$ cat src/rtl/rgbhsv_pkg.sv
package rgbhsv_pkg;

  localparam int CH_W       = 8;
  localparam int QUO_W      = 16;
  localparam int HUE_W      = 11;
  localparam int SAT_W      = 16;
  localparam int HUE_CALC_W = 12;
  localparam int MAG_W      = 10;

  localparam logic [HUE_CALC_W-1:0] HUE_TURN   = HUE_CALC_W'(1536);
  localparam logic [HUE_CALC_W-1:0] HUE_GREEN  = HUE_CALC_W'(512);
  localparam logic [HUE_CALC_W-1:0] HUE_BLUE   = HUE_CALC_W'(1024);

  typedef enum logic [1:0] {
    SEC_RED,
    SEC_GREEN,
    SEC_BLUE
  } sector_t;

  // one request in flight through the divider row
  typedef struct packed {
    logic [CH_W-1:0]  sat_rem;
    logic [QUO_W-1:0] sat_dvd;
    logic [QUO_W-1:0] sat_quo;
    logic [CH_W-1:0]  sat_div;
    logic [CH_W-1:0]  hue_rem;
    logic [QUO_W-1:0] hue_dvd;
    logic [QUO_W-1:0] hue_quo;
    logic [CH_W-1:0]  hue_div;
    logic             neg;
    sector_t          sector;
    logic             flat;
    logic [CH_W-1:0]  bright;
  } div_stage_t;

endpackage

$ cat src/rtl/rgb_to_hsv_convert.sv
// RGB to HSV hexcone converter, one pixel per clock while not stalled. A pixel
// passes from in_valid/in_ready to out_valid through a front register finding
// max, min and the hue sector, a row of divider cells each producing one bit
// of the saturation and hue quotients, and a back register forming the hue and
// holding the result. The row advances whenever the output register is empty
// or being read, so in_ready follows out_ready and a new pixel can enter on
// every such cycle. Hue is in 1/1536 turn, saturation is 0..65535, brightness
// is the largest channel; gray and black pixels give hue and saturation 0.
module rgb_to_hsv_convert import rgbhsv_pkg::*; (
  input  logic             clk,
  input  logic             rst_n,
  input  logic             in_valid,
  output logic             in_ready,
  input  logic [CH_W-1:0]  in_red,
  input  logic [CH_W-1:0]  in_green,
  input  logic [CH_W-1:0]  in_blue,
  output logic             out_valid,
  input  logic             out_ready,
  output logic [HUE_W-1:0] out_hue,
  output logic [SAT_W-1:0] out_saturation,
  output logic [CH_W-1:0]  out_brightness
);

  logic       en;
  logic       valid_chain [QUO_W+1];
  div_stage_t stage_chain [QUO_W+1];

  assign en       = !out_valid || out_ready;
  assign in_ready = en;

  rgbhsv_front u_front (
    .clk      (clk),
    .rst_n    (rst_n),
    .en       (en),
    .in_valid (in_valid),
    .red      (in_red),
    .green    (in_green),
    .blue     (in_blue),
    .valid_r  (valid_chain[0]),
    .stage_r  (stage_chain[0])
  );

  for (genvar i = 0; i < QUO_W; i++) begin : g_cell
    rgbhsv_cell u_cell (
      .clk      (clk),
      .rst_n    (rst_n),
      .en       (en),
      .valid_in (valid_chain[i]),
      .stage_in (stage_chain[i]),
      .valid_r  (valid_chain[i+1]),
      .stage_r  (stage_chain[i+1])
    );
  end

  rgbhsv_back u_back (
    .clk      (clk),
    .rst_n    (rst_n),
    .en       (en),
    .valid_in (valid_chain[QUO_W]),
    .stage_in (stage_chain[QUO_W]),
    .valid_r  (out_valid),
    .hue_r    (out_hue),
    .sat_r    (out_saturation),
    .bright_r (out_brightness)
  );

endmodule

$ cat src/rtl/rgbhsv_front.sv
module rgbhsv_front import rgbhsv_pkg::*; (
  input  logic            clk,
  input  logic            rst_n,
  input  logic            en,
  input  logic            in_valid,
  input  logic [CH_W-1:0] red,
  input  logic [CH_W-1:0] green,
  input  logic [CH_W-1:0] blue,
  output logic            valid_r,
  output div_stage_t      stage_r
);

  logic [CH_W-1:0]        mx, mn, d, mag;
  logic [CH_W:0]          diff;
  logic [CH_W:0]          diff_abs;
  logic [CH_W+QUO_W-1:0]  sat_num;
  sector_t                sector;
  div_stage_t             stage_nxt;

  always_comb begin
    mx = red;
    mn = red;
    if (green > mx) mx = green;
    if (blue > mx) mx = blue;
    if (green < mn) mn = green;
    if (blue < mn) mn = blue;
    d = mx - mn;

    // ties go to red, then green
    if (red == mx) begin
      sector = SEC_RED;
      diff   = {1'b0, green} - {1'b0, blue};
    end else if (green == mx) begin
      sector = SEC_GREEN;
      diff   = {1'b0, blue} - {1'b0, red};
    end else begin
      sector = SEC_BLUE;
      diff   = {1'b0, red} - {1'b0, green};
    end
    diff_abs = diff[CH_W] ? (~diff + 1'b1) : diff;
    mag      = diff_abs[CH_W-1:0];

    // d * 65535 as (d << 16) - d
    sat_num = {d, {QUO_W{1'b0}}} - {{QUO_W{1'b0}}, d};

    stage_nxt.sat_rem = sat_num[CH_W+QUO_W-1:QUO_W];
    stage_nxt.sat_dvd = sat_num[QUO_W-1:0];
    stage_nxt.sat_quo = '0;
    stage_nxt.sat_div = mx;
    stage_nxt.hue_rem = '0;
    stage_nxt.hue_dvd = {mag, {(QUO_W-CH_W){1'b0}}};
    stage_nxt.hue_quo = '0;
    stage_nxt.hue_div = d;
    stage_nxt.neg     = diff[CH_W];
    stage_nxt.sector  = sector;
    stage_nxt.flat    = (d == '0);
    stage_nxt.bright  = mx;
  end

  always_ff @(posedge clk) begin
    if (!rst_n) begin
      valid_r <= 1'b0;
    end else if (en) begin
      valid_r <= in_valid;
    end
  end

  always_ff @(posedge clk) begin
    if (en) begin
      stage_r <= stage_nxt;
    end
  end

endmodule

$ cat src/rtl/rgbhsv_cell.sv
module rgbhsv_cell import rgbhsv_pkg::*; (
  input  logic       clk,
  input  logic       rst_n,
  input  logic       en,
  input  logic       valid_in,
  input  div_stage_t stage_in,
  output logic       valid_r,
  output div_stage_t stage_r
);

  logic [CH_W:0] sat_t, hue_t, sat_sub, hue_sub;
  logic          sat_bit, hue_bit;
  div_stage_t    stage_nxt;

  // one restoring step for both quotients
  always_comb begin
    sat_t   = {stage_in.sat_rem, stage_in.sat_dvd[QUO_W-1]};
    hue_t   = {stage_in.hue_rem, stage_in.hue_dvd[QUO_W-1]};
    sat_sub = sat_t - {1'b0, stage_in.sat_div};
    hue_sub = hue_t - {1'b0, stage_in.hue_div};
    sat_bit = (sat_t >= {1'b0, stage_in.sat_div});
    hue_bit = (hue_t >= {1'b0, stage_in.hue_div});

    stage_nxt         = stage_in;
    stage_nxt.sat_rem = sat_bit ? sat_sub[CH_W-1:0] : sat_t[CH_W-1:0];
    stage_nxt.hue_rem = hue_bit ? hue_sub[CH_W-1:0] : hue_t[CH_W-1:0];
    stage_nxt.sat_dvd = {stage_in.sat_dvd[QUO_W-2:0], 1'b0};
    stage_nxt.hue_dvd = {stage_in.hue_dvd[QUO_W-2:0], 1'b0};
    stage_nxt.sat_quo = {stage_in.sat_quo[QUO_W-2:0], sat_bit};
    stage_nxt.hue_quo = {stage_in.hue_quo[QUO_W-2:0], hue_bit};
  end

  always_ff @(posedge clk) begin
    if (!rst_n) begin
      valid_r <= 1'b0;
    end else if (en) begin
      valid_r <= valid_in;
    end
  end

  always_ff @(posedge clk) begin
    if (en) begin
      stage_r <= stage_nxt;
    end
  end

endmodule

$ cat src/rtl/rgbhsv_back.sv
module rgbhsv_back import rgbhsv_pkg::*; (
  input  logic             clk,
  input  logic             rst_n,
  input  logic             en,
  input  logic             valid_in,
  input  div_stage_t       stage_in,
  output logic             valid_r,
  output logic [HUE_W-1:0] hue_r,
  output logic [SAT_W-1:0] sat_r,
  output logic [CH_W-1:0]  bright_r
);

  logic [MAG_W-1:0]      mag;
  logic [HUE_CALC_W-1:0] mag_ext, offset, base, hue_sum;
  logic [HUE_W-1:0]      hue_nxt;
  logic [SAT_W-1:0]      sat_nxt;

  always_comb begin
    // floor of a negative ratio rounds the magnitude up
    mag     = stage_in.hue_quo[MAG_W-1:0] +
              MAG_W'(stage_in.neg && (stage_in.hue_rem != '0));
    mag_ext = HUE_CALC_W'(mag);
    offset  = stage_in.neg ? (HUE_CALC_W'(0) - mag_ext) : mag_ext;
    case (stage_in.sector)
      SEC_RED:   base = stage_in.neg ? HUE_TURN : HUE_CALC_W'(0);
      SEC_GREEN: base = HUE_GREEN;
      SEC_BLUE:  base = HUE_BLUE;
      default:   base = HUE_CALC_W'(0);
    endcase
    hue_sum = base + offset;
    hue_nxt = stage_in.flat ? '0 : hue_sum[HUE_W-1:0];
    sat_nxt = stage_in.flat ? '0 : stage_in.sat_quo[SAT_W-1:0];
  end

  always_ff @(posedge clk) begin
    if (!rst_n) begin
      valid_r <= 1'b0;
    end else if (en) begin
      valid_r <= valid_in;
    end
  end

  always_ff @(posedge clk) begin
    if (en) begin
      hue_r    <= hue_nxt;
      sat_r    <= sat_nxt;
      bright_r <= stage_in.bright;
    end
  end

endmodule
$ cat config.mk
export PLATFORM = sky130hd
export DESIGN_NAME = rgb_to_hsv_convert
export DESIGN_NICKNAME = d
export VERILOG_FILES = /design/src/rtl/rgbhsv_pkg.sv /design/src/rtl/rgb_to_hsv_convert.sv /design/src/rtl/rgbhsv_front.sv /design/src/rtl/rgbhsv_cell.sv /design/src/rtl/rgbhsv_back.sv
export SDC_FILE = /design/constraint.sdc
export NUM_CORES = 2
export LEC_CHECK = 0
export BUFFER_PORTS_ARGS = -buffer_cell sky130_fd_sc_hd__buf_2
export CORE_MARGIN = 3
export CORE_UTILIZATION = 45
export CTS_BUF_LIST = sky130_fd_sc_hd__clkbuf_2
export DETAILED_ROUTE_END_ITERATION = 7
export GPL_TIMING_DRIVEN = 0
export PLACE_DENSITY = 0.59
export SYNTH_ARGS = -nofsm -noshare
export SYNTH_HDL_FRONTEND = slang
export SYNTH_SLANG_ARGS = --single-unit
$ cat constraint.sdc
create_clock -name clk -period 31 [get_ports clk]
set_input_delay 1.55 -clock clk [delete_from_list [all_inputs] [get_ports clk]]
set_output_delay 1.55 -clock clk [all_outputs]
set_load 0.02 [all_outputs]
---- Yosys cells after proc, flatten, opt, wreduce, memory -nomap -nowiden ----
Cells that the tools add are included.
operators by class
  reduce and logical (&&, ||, !) cells .... 6
  mux-type cells .......................... 42
  order comparisons ....................... 36
  eq/ne operators ......................... 4
  add/sub/neg operators ................... 40
  bitwise logic cells ..................... 1
operators with widths
  cell                                                                   number
  8-bit 2-to-1 mux                                                       35
  9-bit by 8-bit greater-or-equal comparator with 1-bit output           31
  8-bit subtractor                                                       31
  11-bit one-hot mux with 3 select lines                                 1
  8-bit by 8-bit subtractor with 9-bit output                            3
  24-bit by 8-bit subtractor with 24-bit output                          1
  11-bit 2-to-1 mux                                                      2
  9-bit 2-to-1 mux                                                       2
  8-bit equality test                                                    2
  8-bit greater-than comparator                                          2
  8-bit < comparator                                                     2
  11-bit adder                                                           1
  1-bit by 10-bit subtractor with 11-bit output, first input constant    1
  10-bit by 1-bit adder with 10-bit output                               1
  8-bit by 1-bit adder with 8-bit output, second input constant          1
  1-bit by 8-bit greater-or-equal comparator with 1-bit output           1
  8-bit zero test                                                        1
  8-bit NOT                                                              1
  8-bit nonzero test                                                     1
  1-bit by 8-bit subtractor with 8-bit output                            1
  2-bit by 1-bit equality test with 1-bit output, second input constant  1
  2-bit equality test, second input constant                             1
  2-bit zero test                                                        1
  2-bit 2-to-1 mux                                                       1
  4 further kinds                                                        4
storage, ports and cells
  word-level logic and storage cells ...... 325
  register bits ........................... 1004

---- Longest topological paths before layout ----
  depth in word-level cells ............... 10
  mapped depth ............................ 32

---- Hierarchy ----
A second synthesis with hierarchy kept.
second synthesis, totals
  cell total of the unflattened synthesis .. 4610
  area total of the unflattened synthesis .. 74736.7 µm²
by module, submodules not included
  module                                area an instance (µm²)  seq. area each (µm²)  times used  cells an instance
  rgbhsv_cell at g_cell[12].u_cell ...  4197.8                  3203.1                9           238
  rgbhsv_cell at g_cell[0].u_cell ...   4174.0                  3203.1                5           234
  rgbhsv_front                          5811.8                  1521.5                1           666
  rgbhsv_cell at g_cell[7].u_cell       4194.0                  3203.1                1           237
  rgbhsv_cell at g_cell[9].u_cell       4169.0                  3203.1                1           231
  rgbhsv_back                           1905.6                  1071.0                1           163
  rgb_to_hsv_convert                    6.3                     0.0                   1           1

---- Worst setup path after synthesis ----
Ideal clock, no wire load.
  kind .................................... input to register
  from .................................... input out_ready
  to ...................................... register g_cell[0].u_cell.stage_r[100] (netlist bit), enable pin
  arrival time ............................ 28.202 ns
  data required time ...................... 29.287 ns
  path buffers ............................ 2
  slack ................................... 1.085 ns
  cell stages on the path ................. 4
  path through ............................ nor2b_1 > clkbuf_1 > clkinv_1 > clkbuf_1
on the way
  cells in the longest elaborated chain, start to end .. 1
ends and longest elaborated chain
  what                    line                      text
  start: declaration      rgb_to_hsv_convert.sv:18  input logic out_ready,
  1-bit logical OR        rgb_to_hsv_convert.sv:28  assign en = !out_valid || out_ready;
  net in_ready            rgb_to_hsv_convert.sv:13  output logic in_ready,
  end signal: assignment  rgbhsv_cell.sv:43         stage_r <= stage_nxt;
  end: declaration        rgbhsv_cell.sv:8          output div_stage_t stage_r
The timed path passes the listed nets, and every way through them passes these cells.
A chain may end at the register's enable or synchronous reset.

---- Final worst setup path ----
  from .................................... input in_green[1]
  to ...................................... register u_front.stage_r[107] (netlist bit) (data pin)
on the way
  cells in the longest elaborated chain, start to end .. 6
  elaborated cells on any way between the ends .. 10
  classes of those cells .................. 2 x add/sub; 4 x order compare; 4 x mux
ends and longest elaborated chain
  what                                                                 line                                    text
  start: declaration                                                   rgb_to_hsv_convert.sv:15                input logic [CH_W-1:0] in_green,
  8-bit greater-than comparator or 8-bit < comparator (tied branches)  rgbhsv_front.sv:23, rgbhsv_front.sv:25
  8-bit 2-to-1 mux (on tied branches)                                  rgbhsv_front.sv:23, rgbhsv_front.sv:25
  8-bit greater-than comparator or 8-bit < comparator (tied branches)  rgbhsv_front.sv:24, rgbhsv_front.sv:26
  8-bit 2-to-1 mux (on tied branches)                                  rgbhsv_front.sv:24, rgbhsv_front.sv:26
  8-bit subtractor (*)                                                 rgbhsv_front.sv:27                      d = mx - mn;
  net u_front.d[5]                                                     rgbhsv_front.sv:13                      logic [CH_W-1:0] mx, mn, d, mag;
  24-bit by 8-bit subtractor with 24-bit output (*)                    rgbhsv_front.sv:44                      sat_num = {d, {QUO_W{1'b0}}} - {{QUO_W{1'b0}}, d};
  net u_front.sat_num[23]                                              rgbhsv_front.sv:16                      logic [CH_W+QUO_W-1:0] sat_num;
  end signal: assignment                                               rgbhsv_front.sv:70                      stage_r <= stage_nxt;
  end: declaration                                                     rgbhsv_front.sv:10                      output div_stage_t stage_r
Mark *: on every way through the listed nets, which the timed path passes. The rest lies on a longest branch.

==> impl_metrics.py <==
metrics = {
    "layout": {
        "final_cells": 5385,
        "drive_above_1_share": 0.129,
        "nets": 4241,
        "nFillCells": 8905,
        "area_growth_pct": 10.2,
    },
    "synth": {
        "synth.area.top_cells": "edfxtp_1, ha_1, o21ai_0, inv_1, nand2_1",
        "synthesis.instances": 3521,
        "yosysMostFrequentCell": "edfxtp_1",
        "synth_seq_cells": 984,
        "synth_fa_ha_area_frac": 0.0969,
        "synthFlopType": "edfxtp_1",
        "avgSynthCellArea_um2": 13.0,
        "synth_edf_count": 966,
        "yosys_warnings": 0,
        "synth_mux_area_frac": 0.00322,
        "yosys.area_share.xor_xnor": 0.0305,
        "synth-compound-area-share": 0.0967,
        "yosys.area.top_type_share": 0.632,
        "synth_common_cells": "edfxtp_1, inv_1, o21ai_0",
        "ys_seq_area_frac": 0.640,
        "synthArstFlopShare": 0,
        "synth_simple_gate_area_frac": 0.0958,
        "synth_top_family_by_area": "adder cells",
        "synth_top_area_cell": "edfxtp_1",
        "syn_area_mm2": 0.0459,
        "syn-num-nets": 3883,
        "yosysUniqueCellTypes": 91,
    },
    "clock_network": {
        "path_clk_slew_ns": 0.11,
        "cts-buffers-inserted": 277,
        "cts.htree.levels": 5,
        "cts_buffer_depth": 4,
        "clock_latency_ns": 1.35,
        "cts_tree": "done",
        "cts_hold_buf": 0,
        "cts_resized": 0,
        "post_cts_buffers": 0,
        "cts_sinks": 984,
        "cts_root_buf": "clkbuf_2",
    },
    "power_and_ir_drop": {
        "p_total_w": 0.00552,
        "p_int_w": 0.00357,
        "seqPwrFrac": 0.457,
        "p_sw_w": 0.00195,
        "peakVddDrop_mv": 0.0387,
        "power_density_mw_per_mm2": 109,
        "clkPwrFrac": 0.155,
        "p_sw_frac": 0.353,
        "p_leak_nw": 21.2,
        "p_comb_frac": 0.388,
    },
    "setup_path": {
        "required_ns": 32.06,
        "cp.arrival_ns": 9.56,
        "worstSetupPathType": "primary input to flip-flop",
        "r2r_setup_slack_ns": 26.86,
        "reg2reg_from": "u_back.valid_r",
        "cp_max_fo": 10,
        "reg2reg_depth": 10,
        "start_kind": "primary input",
        "cp-end-kind": "flip-flop",
        "regToRegEndpoint": "g_cell[0].u_cell.stage_r[105]",
    },
    "drt": {
        "wl_per_cell_um": 14.0,
        "drcViolationCount": 0,
        "drt-initial-drc-count": 1095,
        "totalWireLength_mm": 75.4,
        "vias_per_cell": 4.98,
        "drtAntennaViolNets": 0,
        "num_vias": 26808,
        "first_pass_iters": 5,
    },
    "floorplanning": {
        "io_pins": 65,
        "die_h_um": 325,
        "placementRows": 116,
        "fp.dieArea_mm2": 0.106,
        "die_x_um": 325,
        "core_region_area_mm2": 0.101,
        "initial_core_util": 0.456,
    },
    "outcome": {
        "run_status": "finished, final reports clean",
    },
    "hold_path": {
        "min_path_cells": 0,
        "hold_path_end": "g_cell[9].u_cell.stage_r[99]",
        "hold_start": "g_cell[8].u_cell.stage_r[98]",
        "min_path_type": "flip-flop to flip-flop",
    },
    "timing": {
        "rsz0062_at_grt": "no",
        "relSlewSlack": 0.297,
        "setup_viol": 0,
        "layout_min_cycle_time_ns": 8.49,
        "fin_crit_sh": 0.274,
        "hold_viol": 0,
        "slew_violations": 0,
        "skew_ns": 0.130,
        "max_freq_mhz": 118,
        "hold_slack_ns": 0.351,
        "worstMarginPinSlew_ns": 1.05,
        "setup_tns_ns": 0,
    },
    "grt": {
        "grt_start_max_net_pins": 72,
        "grt_pass1_vias": 27497,
        "antenna_found_initial": 1,
        "gr-total-overflow": 0,
        "grt_pass1_wl_mm": 126,
        "grt_use_total": 0.144,
    },
    "place": {
        "io_buffers": 64,
        "dp.cells": 4957,
        "dpl.hpwl_mm": 53.5,
        "gp_congestion": 0.845,
    },
    "run": {
        "max-cap-violations": 0,
    },
}
## worst max-delay path, stage by stage
cell and delay [ns]:
buf_2 0.15, inv_1 0.23, ha_1 0.30, nor2b_1 0.16
o311ai_1 0.50, nand2_1 0.21, clkbuf_1 0.29, a21oi_1 0.87
ha_1 0.25, nand2_1 0.07, o21ai_0 0.36, nor3_1 0.12
mux2i_1 0.19, nand2_1 0.26, o22ai_2 0.47, nor2_2 0.12
o21ai_1 0.41, ha_1 0.22, inv_1 0.05, maj3_1 0.36
maj3_1 0.41, a31o_2 0.30, xnor2_1 0.58, nor4_1 0.19
ha_1 0.24, nor4_1 0.29, o311ai_0 0.20, xnor2_1 0.17
## layout make-up
class | instances | area [um^2] | area share
antenna | 2 | 5.00 | 0.0000989
tap | 1357 | 1700 | 0.0336
inverter | 395 | 1480 | 0.0293
clock buffer | 379 | 1900 | 0.0375
timing repair buffer | 79 | 726 | 0.0143
buffer | 53 | 225 | 0.00445
multi-input combinational | 2089 | 14800 | 0.293
clock inverter | 47 | 344 | 0.00680
sequential | 984 | 29400 | 0.581
## layout by cell type, fill, tap and decap left out, types with 6 or more instances in the layout
| cell type | netlist | final |
|---|---|---|
| edfxtp_1 | 966 | 966 |
| inv_1 | 393 | 393 |
| clkbuf_2 | 0 | 379 |
| o21ai_0 | 321 | 321 |
| ha_1 | 301 | 301 |
| nand2_1 | 267 | 267 |
| nor2_1 | 191 | 191 |
| nor2b_1 | 100 | 100 |
| nand2b_1 | 92 | 92 |
| a21oi_1 | 88 | 88 |
| xor2_1 | 83 | 83 |
| xnor2_1 | 77 | 77 |
| buf_2 | 3 | 67 |
| and2_1 | 66 | 66 |
| a21o_1 | 62 | 62 |
| o31ai_1 | 62 | 62 |
| nand4_1 | 57 | 57 |
| clkbuf_1 | 44 | 43 |
| clkinv_1 | 1 | 35 |
| fa_1 | 33 | 33 |
| nand3_1 | 28 | 28 |
| or4_1 | 28 | 28 |
| o211a_1 | 27 | 27 |
| a21boi_0 | 24 | 24 |
| dfxtp_1 | 18 | 18 |
| nor3_1 | 16 | 16 |
| buf_16 | 0 | 14 |
| mux2i_1 | 11 | 11 |
| o22ai_1 | 9 | 9 |
| o21bai_1 | 9 | 9 |
| or2_2 | 8 | 8 |
| o21ai_1 | 7 | 7 |
| nor4_1 | 7 | 7 |
| a311oi_1 | 7 | 7 |
| and3_1 | 6 | 6 |
| a211oi_1 | 6 | 6 |
| a31oi_1 | 6 | 6 |
| bufinv_16 | 0 | 6 |
## state kept, by name, summed over array words and instances (netlist names)
name,count
g_cell.u_cell.valid_r,16
u_back.bright_r,8
u_back.sat_r,16
u_front.valid_r,1
u_front.stage_r,50
g_cell.u_cell.stage_r,881
u_back.hue_r,11
u_back.valid_r,1
## metrics by stage
stage | util | cell area, um^2 | setup WS, ns
6_report | 0.503 | 50600 | 22.51
5_1_grt | 0.503 | 50600 | 22.28
4_1_cts | 0.503 | 50600 | 22.90
3_5_place_dp | 0.481 | 48300 | 21.27
3_3_place_gp | 0.476 | 47900 | -12.26
2_1_floorplan | - | 45900 | 1.08
## cells by family (layout without fill, tap and decap cells)
family | Yosys count | in the layout
AOI/OAI and AO/OA | 697 | 697
xor gates and xnor gates | 160 | 160
adders and majority gates | 336 | 336
buffers and inverters | 448 | 953
DFF | 984 | 984
muxes | 14 | 14
other | 0 | 2
and+or+nand+nor | 882 | 882
## how the worst max path moves through the flow
stage                                     to  slack (ns)   startpoint
6_report                u_front.stage_r[107]       22.51  in_green[1]
5_1_grt                 u_front.stage_r[107]       22.28  in_green[1]
4_1_cts                 u_front.stage_r[107]       22.90  in_green[1]
3_5_place_dp            u_front.stage_r[107]       21.27  in_green[1]
3_3_place_gp                        in_ready      -12.26    out_ready
2_1_floorplan  g_cell[0].u_cell.stage_r[100]        1.08    out_ready
## power groups by stage
stage          Clock [W]  Sequential (W)  Combinational, W
2_1_floorplan          0         0.00249           0.00165
3_3_place_gp           0         0.00254           0.00212
3_5_place_dp           0         0.00256           0.00215
4_1_cts         0.000912         0.00253           0.00217
5_1_grt         0.000983         0.00259           0.00247
6_report        0.000856         0.00252           0.00214
## layer usage
| metal | GRT usage | routed length [um] |
|---|---|---|
| met5 | 0 | 0 |
| met4 | 0.0646 | 1970 |
| met1 | 0.156 | 30300 |
| met2 | 0.264 | 39700 |
| met3 | 0.0374 | 3460 |
(Power assumes the default switching activity.)
